==> src/rtl/core/rbht_pkg.sv <==
// rbht_pkg: shared types and codes of the reference-counted buffer handle table
// depends on nothing; every other file but rbht_ram refers to it by scoped names
package rbht_pkg;

    // widest slot index that any configuration of the table may need
    localparam int SLOT_IDX_BITS = 12;

    // operation codes
    localparam logic [2:0] KIND_ALLOC   = 3'd0;
    localparam logic [2:0] KIND_OPEN    = 3'd1;
    localparam logic [2:0] KIND_RELEASE = 3'd2;
    localparam logic [2:0] KIND_DEREF   = 3'd3;
    localparam logic [2:0] KIND_WAIT    = 3'd4;
    localparam logic [2:0] KIND_ADDREF  = 3'd5;

    // error codes
    localparam logic [2:0] ERR_OK        = 3'd0;
    localparam logic [2:0] ERR_NONE_FREE = 3'd1;
    localparam logic [2:0] ERR_NOT_AWAIT = 3'd2;
    localparam logic [2:0] ERR_NOT_REL   = 3'd3;
    localparam logic [2:0] ERR_UNDER     = 3'd4;
    localparam logic [2:0] ERR_OVER      = 3'd5;
    localparam logic [2:0] ERR_ZERO      = 3'd6;

    // handle status
    typedef enum logic [1:0] {
        ST_FREE  = 2'd0,
        ST_AWAIT = 2'd1,
        ST_OPEN  = 2'd2,
        ST_REL   = 2'd3
    } t_status;

    // controller states
    typedef enum logic [1:0] {
        S_CLEAR,
        S_IDLE,
        S_SCAN,
        S_EXEC
    } t_state;

    // request transaction
    typedef struct packed {
        logic [2:0] kind;
        logic [5:0] handle;
    } t_req;

    // result transaction
    typedef struct packed {
        logic [5:0]  result_handle;
        logic [1:0]  status_after;
        logic [15:0] ref_count;
        logic        became_free;
        logic [2:0]  error;
    } t_rsp;

    // free map update from the controller
    typedef struct packed {
        logic                     set;
        logic                     clr;
        logic [SLOT_IDX_BITS-1:0] slot;
    } t_fm_upd;

endpackage

==> src/rtl/core/rbht_ram.sv <==
// rbht_ram: single write port, single read port synchronous memory
// registered read data; no package dependency
module rbht_ram #(
    parameter int DEPTH = 64,
    parameter int WIDTH = 18
) (
    input  logic                     i_clk,
    input  logic                     i_we,
    input  logic [$clog2(DEPTH)-1:0] i_waddr,
    input  logic [WIDTH-1:0]         i_wdata,
    input  logic [$clog2(DEPTH)-1:0] i_raddr,
    output logic [WIDTH-1:0]         o_rdata
);

    logic [WIDTH-1:0] r_mem [DEPTH];
    logic [WIDTH-1:0] r_rdata;

    // write port
    always_ff @(posedge i_clk) begin
        if (i_we) begin
            r_mem[i_waddr] <= i_wdata;
        end
    end

    // registered read port
    always_ff @(posedge i_clk) begin
        r_rdata <= r_mem[i_raddr];
    end

    assign o_rdata = r_rdata;

endmodule

==> src/rtl/core/rbht_free_map.sv <==
// rbht_free_map: one free bit per slot and a lowest-free search over one 64-bit word
// depends on rbht_pkg for the update struct
module rbht_free_map #(
    parameter int SLOTS = 64,
    parameter int WORDS = (SLOTS + 63) / 64,
    parameter int WB    = (WORDS > 1) ? $clog2(WORDS) : 1
) (
    input  logic             i_clk,
    input  logic             i_rst_n,
    input  rbht_pkg::t_fm_upd i_upd,
    input  logic [WB-1:0]    i_word,
    output logic             o_hit,
    output logic [5:0]       o_bit
);

    localparam int MAP_BITS = WORDS * 64;
    localparam int MW       = $clog2(MAP_BITS);

    logic [MAP_BITS-1:0] r_map;
    logic [MW-1:0]       upd_idx;
    logic [63:0]         word;

    assign upd_idx = i_upd.slot[MW-1:0];

    // free bits: slot zero and padding never free
    always_ff @(posedge i_clk) begin
        if (!i_rst_n) begin
            for (int i = 0; i < MAP_BITS; i++) begin
                r_map[i] <= (i != 0) && (i < SLOTS);
            end
        end else begin
            if (i_upd.set) begin
                r_map[upd_idx] <= 1'b1;
            end
            if (i_upd.clr) begin
                r_map[upd_idx] <= 1'b0;
            end
        end
    end

    // lowest set bit of the selected word
    assign word = r_map[i_word * 64 +: 64];

    always_comb begin
        o_hit = |word;
        o_bit = '0;
        for (int i = 63; i >= 0; i--) begin
            if (word[i]) begin
                o_bit = 6'(i);
            end
        end
    end

endmodule

==> src/rtl/core/refcounted_buffer_handle_table.sv <==
// refcounted_buffer_handle_table: top level, controller and per-handle update logic
// depends on rbht_pkg, rbht_ram and rbht_free_map
//
// Usage
//   Request channel: drive i_req (kind, handle) with start high; the transaction
//   is taken at a rising edge where start is high and busy is low.
//   Result channel: exactly one result per request, shown on o_rsp for one cycle
//   with o_strobe high. The receiver cannot stall; it must take it then.
// Sequencing
//   Open, release, dereference, wait check and add reference: the entry memory
//   is read at acceptance; in the execute state the entry is modified and, where
//   it changes, written back, and the result is registered. Busy drops in the
//   same cycle as the result strobe, so no new transaction is taken before it.
//   Allocate: the free map is searched one 64-slot word per cycle, from word
//   zero up, scanning at most ceil(SLOTS/64) words.
// Reset
//   i_rst_n is synchronous, active low. After it a clearing pass writes every
//   entry of the memory, one per cycle; busy is high meanwhile.
module refcounted_buffer_handle_table #(
    parameter int SLOTS      = 64,
    parameter int COUNT_BITS = 16
) (
    input  logic           i_clk,
    input  logic           i_rst_n,
    input  logic           start,
    output logic           busy,
    input  rbht_pkg::t_req i_req,
    output logic           o_strobe,
    output rbht_pkg::t_rsp o_rsp
);

    localparam int AW    = $clog2(SLOTS);
    localparam int WORDS = (SLOTS + 63) / 64;
    localparam int WB    = (WORDS > 1) ? $clog2(WORDS) : 1;
    localparam int EW    = 2 + COUNT_BITS;
    localparam int IB    = rbht_pkg::SLOT_IDX_BITS;

    localparam logic [AW-1:0]         LAST_SLOT = AW'(SLOTS - 1);
    localparam logic [WB-1:0]         LAST_WORD = WB'(WORDS - 1);
    localparam logic [IB:0]           SLOTS_L   = (IB + 1)'(SLOTS);
    localparam logic [COUNT_BITS-1:0] CNT_MAX   = {COUNT_BITS{1'b1}};
    localparam logic [COUNT_BITS-1:0] CNT_ONE   = COUNT_BITS'(1);

    rbht_pkg::t_state r_state, n_state;
    rbht_pkg::t_req   r_req, n_req;
    rbht_pkg::t_rsp   r_rsp, n_rsp;
    logic             r_strobe, n_strobe;
    logic [WB-1:0]    r_word, n_word;
    logic [AW-1:0]    r_clr, n_clr;

    logic              accept;
    logic              mem_we;
    logic [AW-1:0]     mem_waddr;
    logic [EW-1:0]     mem_wdata;
    logic [AW-1:0]     mem_raddr;
    logic [EW-1:0]     mem_rdata;
    rbht_pkg::t_fm_upd fm_upd;
    logic              fm_hit;
    logic [5:0]        fm_bit;

    logic [IB-1:0]         in_h_ext;
    logic [IB-1:0]         req_h_ext;
    logic [WB+5:0]         found_full;
    logic [AW-1:0]         found_slot;
    logic [IB-1:0]         found_ext;
    logic                  h_valid;
    rbht_pkg::t_status     rd_st;
    logic [COUNT_BITS-1:0] rd_cnt;

    // exec results
    rbht_pkg::t_status     x_st;
    logic [COUNT_BITS-1:0] x_cnt;
    logic [2:0]            x_err;
    logic                  x_we;
    logic                  x_freed;
    logic                  x_setfree;
    logic [31:0]           x_cnt_wide;

    // entry memory: status and count
    rbht_ram #(
        .DEPTH (SLOTS),
        .WIDTH (EW)
    ) u_ram (
        .i_clk   (i_clk),
        .i_we    (mem_we),
        .i_waddr (mem_waddr),
        .i_wdata (mem_wdata),
        .i_raddr (mem_raddr),
        .o_rdata (mem_rdata)
    );

    // free map with lowest-free search
    rbht_free_map #(
        .SLOTS (SLOTS),
        .WORDS (WORDS),
        .WB    (WB)
    ) u_free_map (
        .i_clk   (i_clk),
        .i_rst_n (i_rst_n),
        .i_upd   (fm_upd),
        .i_word  (r_word),
        .o_hit   (fm_hit),
        .o_bit   (fm_bit)
    );

    assign busy     = (r_state != rbht_pkg::S_IDLE);
    assign accept   = start && !busy;
    assign o_strobe = r_strobe;
    assign o_rsp    = r_rsp;

    // handle resizing and found slot
    assign in_h_ext   = IB'(i_req.handle);
    assign req_h_ext  = IB'(r_req.handle);
    assign found_full = {r_word, fm_bit};
    assign found_slot = found_full[AW-1:0];
    assign found_ext  = IB'(found_full);
    assign h_valid    = (r_req.handle != 6'd0) && ({1'b0, req_h_ext} < SLOTS_L);
    assign rd_st      = rbht_pkg::t_status'(mem_rdata[EW-1 -: 2]);
    assign rd_cnt     = mem_rdata[COUNT_BITS-1:0];

    // per-handle operation on the entry read back
    always_comb begin
        x_st      = rd_st;
        x_cnt     = rd_cnt;
        x_err     = rbht_pkg::ERR_OK;
        x_we      = 1'b0;
        x_freed   = 1'b0;
        x_setfree = 1'b0;
        case (r_req.kind)
            rbht_pkg::KIND_OPEN: begin
                if (rd_st != rbht_pkg::ST_AWAIT) begin
                    x_err = rbht_pkg::ERR_NOT_AWAIT;
                end else begin
                    x_st = rbht_pkg::ST_OPEN;
                    x_we = 1'b1;
                end
            end
            rbht_pkg::KIND_RELEASE, rbht_pkg::KIND_DEREF: begin
                if (r_req.kind == rbht_pkg::KIND_RELEASE && rd_st == rbht_pkg::ST_OPEN) begin
                    x_st = rbht_pkg::ST_REL;
                    x_we = 1'b1;
                end else if (rd_cnt == '0) begin
                    x_err = rbht_pkg::ERR_UNDER;
                end else begin
                    // drop one reference, free on the last
                    x_cnt = rd_cnt - CNT_ONE;
                    x_we  = 1'b1;
                    if (rd_cnt == CNT_ONE) begin
                        x_freed   = (rd_st != rbht_pkg::ST_FREE);
                        x_st      = rbht_pkg::ST_FREE;
                        x_setfree = 1'b1;
                    end
                end
            end
            rbht_pkg::KIND_WAIT: begin
                if (rd_st != rbht_pkg::ST_REL) begin
                    x_err = rbht_pkg::ERR_NOT_REL;
                end
            end
            rbht_pkg::KIND_ADDREF: begin
                if (rd_cnt == CNT_MAX) begin
                    x_err = rbht_pkg::ERR_OVER;
                end else begin
                    x_cnt = rd_cnt + CNT_ONE;
                    x_we  = 1'b1;
                end
            end
            default: begin
            end
        endcase
        // reserved or out-of-range handle
        if (!h_valid) begin
            x_st      = rbht_pkg::ST_FREE;
            x_cnt     = '0;
            x_err     = rbht_pkg::ERR_ZERO;
            x_we      = 1'b0;
            x_freed   = 1'b0;
            x_setfree = 1'b0;
        end
    end

    assign x_cnt_wide = 32'(x_cnt);

    // controller state and result registers
    always_ff @(posedge i_clk) begin
        if (!i_rst_n) begin
            r_state  <= rbht_pkg::S_CLEAR;
            r_strobe <= 1'b0;
            r_word   <= '0;
            r_clr    <= '0;
        end else begin
            r_state  <= n_state;
            r_strobe <= n_strobe;
            r_word   <= n_word;
            r_clr    <= n_clr;
        end
    end

    // payload registers
    always_ff @(posedge i_clk) begin
        r_req <= n_req;
        r_rsp <= n_rsp;
    end

    // next state, memory and free map control
    always_comb begin
        n_state   = r_state;
        n_req     = r_req;
        n_rsp     = r_rsp;
        n_strobe  = 1'b0;
        n_word    = r_word;
        n_clr     = r_clr;
        mem_we    = 1'b0;
        mem_waddr = req_h_ext[AW-1:0];
        mem_wdata = {x_st, x_cnt};
        mem_raddr = in_h_ext[AW-1:0];
        fm_upd    = '0;
        case (r_state)
            rbht_pkg::S_CLEAR: begin
                mem_we    = 1'b1;
                mem_waddr = r_clr;
                mem_wdata = {rbht_pkg::ST_FREE, {COUNT_BITS{1'b0}}};
                n_clr     = r_clr + AW'(1);
                if (r_clr == LAST_SLOT) begin
                    n_state = rbht_pkg::S_IDLE;
                end
            end
            rbht_pkg::S_IDLE: begin
                if (accept) begin
                    n_req  = i_req;
                    n_word = '0;
                    if (i_req.kind == rbht_pkg::KIND_ALLOC) begin
                        n_state = rbht_pkg::S_SCAN;
                    end else begin
                        n_state = rbht_pkg::S_EXEC;
                    end
                end
            end
            rbht_pkg::S_SCAN: begin
                if (fm_hit) begin
                    // take the lowest free slot
                    mem_we      = 1'b1;
                    mem_waddr   = found_slot;
                    mem_wdata   = {rbht_pkg::ST_AWAIT, CNT_ONE};
                    fm_upd.clr  = 1'b1;
                    fm_upd.slot = found_ext;
                    n_rsp       = '{result_handle: found_full[5:0],
                                    status_after:  rbht_pkg::ST_AWAIT,
                                    ref_count:     16'd1,
                                    became_free:   1'b0,
                                    error:         rbht_pkg::ERR_OK};
                    n_strobe    = 1'b1;
                    n_state     = rbht_pkg::S_IDLE;
                end else if (r_word == LAST_WORD) begin
                    n_rsp    = '{result_handle: 6'd0,
                                 status_after:  rbht_pkg::ST_FREE,
                                 ref_count:     16'd0,
                                 became_free:   1'b0,
                                 error:         rbht_pkg::ERR_NONE_FREE};
                    n_strobe = 1'b1;
                    n_state  = rbht_pkg::S_IDLE;
                end else begin
                    n_word = r_word + WB'(1);
                end
            end
            rbht_pkg::S_EXEC: begin
                // write back the modified entry
                mem_we      = x_we;
                fm_upd.set  = x_setfree;
                fm_upd.slot = req_h_ext;
                n_rsp       = '{result_handle: r_req.handle,
                                status_after:  x_st,
                                ref_count:     x_cnt_wide[15:0],
                                became_free:   x_freed,
                                error:         x_err};
                n_strobe    = 1'b1;
                n_state     = rbht_pkg::S_IDLE;
            end
            default: begin
                n_state = rbht_pkg::S_IDLE;
            end
        endcase
    end

endmodule

==> config.mk <==
export PLATFORM = sky130hd
export DESIGN_NAME = refcounted_buffer_handle_table
export DESIGN_NICKNAME = d
export VERILOG_FILES = /design/src/rtl/core/rbht_pkg.sv /design/src/rtl/core/rbht_ram.sv /design/src/rtl/core/rbht_free_map.sv /design/src/rtl/core/refcounted_buffer_handle_table.sv
export SDC_FILE = /design/constraint.sdc
export NUM_CORES = 1
export LEC_CHECK = 0
export BUFFER_PORTS_ARGS = -buffer_cell sky130_fd_sc_hd__buf_2
export CORE_MARGIN = 4
export CORE_UTILIZATION = 51
export DETAILED_ROUTE_END_ITERATION = 16
export GPL_TIMING_DRIVEN = 0
export PLACE_DENSITY = 0.71
export SETUP_SLACK_MARGIN = 0.3
export SYNTH_ARGS = -nofsm -noshare
export SYNTH_HDL_FRONTEND = slang
export SYNTH_HIERARCHICAL = 1
export SYNTH_SLANG_ARGS = --single-unit
==> constraint.sdc <==
create_clock -name i_clk -period 6.5 [get_ports i_clk]
set_input_delay 0.325 -clock i_clk [delete_from_list [all_inputs] [get_ports i_clk]]
set_output_delay 0.325 -clock i_clk [all_outputs]
set_load 0.005 [all_outputs]
==> run summary, run 1 <==
Nets = 3110
PortBufs = 41
Reg2Reg Depth = 13
clock skew = 28.82 ps
Crit Path Category = register to register
Final HPWL DP = 93440 um
Final Total Pwr = 17.48 mW
Seq/Total Area, Yosys = 73.19%
Logic pwr share = 4.7%
Setup crit start kind = register
VDD IR-drop max = 247.2 uV
Critical Path End Type = register
Synth area leader = edfxtp_1
most frequent cell after synthesis = edfxtp_1
Ant. Diodes = 0
crit path max fanout = 12
final worst slack = 1183 ps
Mapped Cells = 2803
Clock Path Buffers = 3
Clk Latency, worst-skew pair = 730 ps
max_cap viols = 0
Synth Warn # = 6
required time of the worst setup path = 6930 ps
I/O pin total = 42
final hold vios = 0
fill count = 7102
first-pass GRT wire length = 200000 um
worst-path cell chain = nor4_4 > a31oi_1 > nor3_1 > o21a_1 > a2111oi_2 > nor4_1 > o22ai_1 > a21oi_1 > clkbuf_1 > nor2b_1 > nand3_1 > nor2_2 > buf_16
CTS tree = built
Max stage delay on crit path = 790 ps
GRT Total Usage = 25.93%
fin crit share = 81.79%
WHS Path Cells = 2
worst hold start = i_req[6]
Die Y = 325.1 um
Placement Setup Slack = 1349 ps
syn avg cell area = 18.29 um^2
Pleak = 20.00 nW
pwr dens = 293.4 nW/um^2
layout cells sized above 1 = 26.52%
status = finished, final reports clean
Final min period = 5317 ps
Reg-to-Reg End = u_ram/r_mem[13][4]
Synth top area share = 69.64%
synth-to-layout area growth = 16.18%
Via density = 6.504
Slew headroom = 17.07%
global route total overflow = 0
slowest CP cell = nor4_1
Least-Margin Pin Slew = 1239 ps
Placer Congestion = 0.9537
CTS resizes = 0
final wirelength = 137100 um
H-tree depth = 4
number of flops mapped to enable cells by yosys = 1189
total core area = 99860 um^2
reg2reg start = u_free_map/r_map[27]
DIE AREA = 105700 um^2
final setup TNS = 0 ps
1st-iter DRT viols = 4222
clock share of power = 44.0%
die width = 325.1 um
Initial Util = 51.35%
main flop type after synthesis = edfxtp_1
DRT antenna net count = 0
commonest cells in the synthesized netlist = edfxtp_1 (1189), mux4_2 (300), nor2_1 (238), a21oi_1 (133), o21ai_0 (112)
WL/cell = 30.47 um
# clock sinks = 1280
flop2flop setup slack = 1180 ps
Vias = 29260
Synth cell types = 88
largest net degree at the start of global routing = 65
#FFs+latches synth = 1280
Reg power frac = 51.3%
Worst-path clk slew = 60 ps
Hold Path End = r_req[6]
DRC Markers = 0
unrepaired setup endpoints after global routing = no
clock root cell = clkbuf_16
fraction of registers with async set/reset = 0%
Pins Over Slew Limit = 0
sw power = 3.655 mW
Crit path arrival time = 5750 ps
drt first pass iters = 6
Setup Viol. Count Final = 0
Cell Area, Synth = 51270 um^2
initial antenna violation count = 0
Sw Share = 20.92%
cell internal pwr = 13.82 mW
ranking of synthesized cells by area = edfxtp_1 (70%), mux4_2 (13%), dfxtp_1 (3.6%), nor2_1 (1.7%), a21oi_1 (1.3%)
HP Class = input port to register
num rows = 116
fmax = 0.1881 GHz
CTS buffer count = 131
number of global-route vias before repair = 28930
==> what timing repair did <==
action,in CTS,in global routing
setup endpoints to repair,0,0
hold endpoints to repair,18,0
buffers inserted,0,0
hold buffers,11,0
==> state kept, by name (all words and copies together), names as in the netlist <==
register          count
o_rsp                28
o_strobe              1
r_clr                 6
r_req                 9
r_state               2
u_free_map/r_map     64
u_ram/o_rdata        18
u_ram/r_mem        1152
==> through the flow <==
stage	cells	instance area (um^2)	hold slack, ps	utilization [%]
detailed placement	4247	55000	495.3	55.08
floorplan	2806	51280	423.9	-
global placement	4145	53110	493.7	53.19
finish	4499	59570	343.6	59.66
CTS	4499	59560	291.1	59.65
global route	4499	59570	333.5	59.66
==> final cells by class <==
| type | count | area (um^2) | area share, % |
|---|---|---|---|
| multi-input cells | 1344 | 13100 | 21.99 |
| plain buffers | 157 | 848.3 | 1.424 |
| clock inverters | 74 | 863.3 | 1.449 |
| flip-flops and latches | 1280 | 37530 | 63.00 |
| well taps | 1298 | 1624 | 2.726 |
| repair buffers | 154 | 1922 | 3.226 |
| clock buffers | 167 | 3591 | 6.028 |
| inverters | 25 | 93.84 | 0.1575 |
==> cell usage in the layout, fill, tap and decap left out, types with 42 or more instances in the layout <==
cell type / count
buf_8: 53
clkbuf_16: 137
nor3_1: 45
edfxtp_1: 1189
a21oi_1: 132
nor2_1: 170
mux2i_1: 60
o22ai_1: 42
mux4_2: 300
clkbuf_1: 101
nor2_2: 63
buf_2: 81
nand2_1: 50
o21ai_0: 112
dfxtp_1: 91
==> metal layers <==
metal / vias up / track usage [%] / routed length (um)
met4: 0 / 10.11 / 5745
met3: 354 / 6.380 / 14110
met1: 15090 / 36.00 / 53120
li1: 12020 / - / -
met5: - / 0 / 0
met2: 1808 / 40.15 / 64100
==> power by group through the flow <==
stage / clock network (mW) / logic (mW) / registers, mW
6_report: 7.70 / 0.816 / 8.96
5_1_grt: 8.20 / 0.851 / 8.96
4_1_cts: 7.82 / 0.798 / 8.96
3_5_place_dp: 0 / 0.786 / 9.13
3_3_place_gp: 0 / 0.755 / 9.13
2_1_floorplan: 0 / 0.505 / 9.12
==> worst max-delay path by stage <==
stage / startpoint / end
floorplan: u_free_map/r_map[47] / u_ram/r_mem[0][5]
global placement: u_free_map/r_map[47] / u_ram/r_mem[36][5]
detailed placement: u_free_map/r_map[27] / u_ram/r_mem[13][4]
CTS: u_free_map/r_map[27] / u_ram/r_mem[13][4]
global route: u_free_map/r_map[27] / u_ram/r_mem[13][4]
finish: u_free_map/r_map[27] / u_ram/r_mem[13][4]
==> cells by family (layout without fill, tap and decap cells) <==
family | count (synthesis) | after routing | synth area share (%)
flops | 1280 | 1280 | 73.19
simple gates | 528 | 528 | 5.083
compound gates | 424 | 424 | 4.944
mux | 376 | 376 | 14.70
buf+inv | 182 | 577 | 1.835
xor+xnor | 7 | 7 | 0.1196
fa+ha+maj | 5 | 5 | 0.1220
other cells | 1 | 4 | 0.007314
==> critical path, delay by kind of cell, from the launching register on <==
kind                   cells  cell delay (ps)
DFF                        1              400
and+or+nand+nor            6             2860
buffers and inverters      2              730
AOI/OAI and AO/OA          5             1020
Power figures use the tool's default switching activity.
==> run 2: changes to the inputs <==
==> constraint.sdc (replaced) <==
create_clock -name i_clk -period 5.3 [get_ports i_clk]
set_input_delay 0.265 -clock i_clk [delete_from_list [all_inputs] [get_ports i_clk]]
set_output_delay 0.265 -clock i_clk [all_outputs]
set_load 0.005 [all_outputs]
==> run 2 against run 1 <==
Compared with the run above: cell area shrank 0.16%; largest cell class unchanged; largest power group unchanged; wire length decreased by 0.87%; power increased by 18%.
==> run summary, run 2 (same netlist as run 1, synthesis figures left out) <==
status = finished, final reports clean (unchanged)
VDD IR-drop max = 382.8 uV (was 247.2 uV)
unrepaired setup endpoints after global routing = yes (was no)
Crit Path Category = register to register (unchanged)
CTS tree = built (unchanged)
CTS buffer count = 131 (unchanged)
global route total overflow = 0 (unchanged)
DIE AREA = 105700 um^2 (unchanged)
largest reg by FF count = u_ram/r_mem (unchanged)
die width = 325.1 um (unchanged)
final hold vios = 0 (unchanged)
max_cap viols = 0 (unchanged)
Vias = 29080 (was 29260)
Crit path arrival time = 5230 ps (was 5750 ps)
Setup crit start kind = register (unchanged)
top layer in use = met4 (unchanged)
num rows = 116 (unchanged)
final wirelength = 135900 um (was 137100 um)
Largest register FFs = 1152 (unchanged)
GRT Total Usage = 25.60% (was 25.93%)
Layout Utilization = 59.56% (was 59.66%)
Placement Setup Slack = 160.3 ps (was 1349 ps)
Placer Congestion = 0.9566 (was 0.9537)
Reg2Reg Depth = 14 (was 13)
required time of the worst setup path = 5710 ps (was 6930 ps)
drt first pass iters = 6 (unchanged)
1st-iter DRT viols = 4162 (was 4222)
Die Y = 325.1 um (unchanged)
crit path max fanout = 14 (was 12)
total core area = 99860 um^2 (unchanged)
PortBufs = 41 (unchanged)
Design Area, Final = 59470 um^2 (was 59570 um^2)
Slew headroom = 16.17% (was 17.07%)
first-pass GRT wire length = 197900 um (was 200000 um)
fmax = 0.2076 GHz (was 0.1881 GHz)
WL met1 = 52870 um (was 53120 um)
largest net degree at the start of global routing = 65 (unchanged)
pwr dens = 346.7 nW/um^2 (was 293.4 nW/um^2)
Final HPWL DP = 92200 um (was 93440 um)
H-tree depth = 4 (unchanged)
Via density = 6.476 (was 6.504)
I/O pin total = 42 (unchanged)
Nets = 3115 (was 3110)
DRC Markers = 0 (unchanged)
DRT antenna net count = 0 (unchanged)
WHS Path Cells = 2 (unchanged)
HP Class = input port to register (unchanged)
Setup Viol. Count Final = 0 (unchanged)
most frequent cells in the layout = edfxtp_1 (1189), mux4_2 (300), nor2_1 (170) (unchanged)
commonest non-fill, non-tap cell in the layout = edfxtp_1 (unchanged)
WL/cell = 30.26 um (was 30.47 um)
Pleak = 19.84 nW (was 20.00 nW)
hold slack = 289.5 ps (was 343.6 ps)
clock skew = 27.95 ps (was 28.82 ps)
clock root cell = clkbuf_16 (unchanged)
Initial Util = 51.35% (unchanged)
register cell area after layout = 37530 um^2 (unchanged)
Clk Latency, worst-skew pair = 730 ps (about the same)
area of the multi-input gates = 13260 um^2 (was 13100 um^2)
initial antenna violation count = 3 (was 0)
layout cells sized above 1 = 25.97% (was 26.52%)
Ant. Diodes = 0 (unchanged)
met3 wire length = 14330 um (was 14110 um)
synth-to-layout area growth = 15.99% (was 16.18%)
final worst slack = 482.5 ps (was 1183 ps)
fill count = 7014 (was 7102)
Met2 Wirelength = 63080 um (was 64100 um)
Clock Path Buffers = 3 (unchanged)
Least-Margin Pin Slew = 1257 ps (was 1239 ps)
number of global-route vias before repair = 28880 (was 28930)
Final min period = 4817 ps (was 5317 ps)
Critical Path End Type = register (unchanged)
Pins Over Slew Limit = 0 (unchanged)
Placed Area = 55110 um^2 (was 55000 um^2)
Worst-path clk slew = 60 ps (about the same)
# clock sinks = 1280 (unchanged)
fin crit share = 90.90% (was 81.79%)
-- run 2: layout make-up --
class                   instances  share of cell area (%)
multi-input cells            1344                   22.30
well taps                    1298                   2.731
flip-flops and latches       1280                   63.10
clock inverters                56                  0.7385
plain buffers                 157                   1.441
clock buffers                 171                   5.958
inverters                      25                  0.1578
repair buffers                159                   3.574
-- run 2: report_power, final --
group | internal, mW | switching, mW
logic | 0.388 | 0.623
clock network | 4.91 | 3.70
registers | 11.0 | 0.0406
total | 16.2 | 4.37
-- run 2: repair_timing --
item	in CTS	in global routing
setup buffers	0	8
gates cloned	0	0
resized for setup	3	32
hold endpoints to repair	18	0
hold buffers	12	0
pin swaps	0	3
setup endpoints to repair	185	968
-- run 2: critical path, stage by stage (launching register included) --
cell	delay (ps)
dfxtp_1	330
nor2_1	230
a41oi_1	210
or3_1	400
nor2b_1	200
nand2_1	120
clkbuf_1	240
nand2_1	230
o22ai_1	90
a21oi_1	390
clkbuf_1	480
or3b_2	490
clkbuf_1	350
nor2_2	480
buf_8	250
-- run 2: per-stage QoR --
stage                     TNS [ps]  power, mW  std cells
after global placement    -2437930      12.13       4145
after CTS                        0      20.72       4482
after floorplan                  0      11.80       2806
after detailed placement         0      12.17       4243
final                            0      20.62       4490
after global routing             0      21.25       4490
-- run 2: worst paths after layout --
kind,startpoint,slack [ps],endpoint
setup / recovery,u_free_map/r_map[57],480,u_ram/r_mem[39][2]
hold / removal,i_req[8],290,r_req[8]
setup reg to reg,u_free_map/r_map[57],480,u_ram/r_mem[39][2]
hold reg to reg,r_clr[1],530,r_clr[1]
-- run 2: routing by layer --
metal,vias to the layer above,GRT usage (%)
li1,12030,-
met1,14940,36.40
met2,1791,39.14
met3,321,5.612
met4,0,10.20
met5,-,0
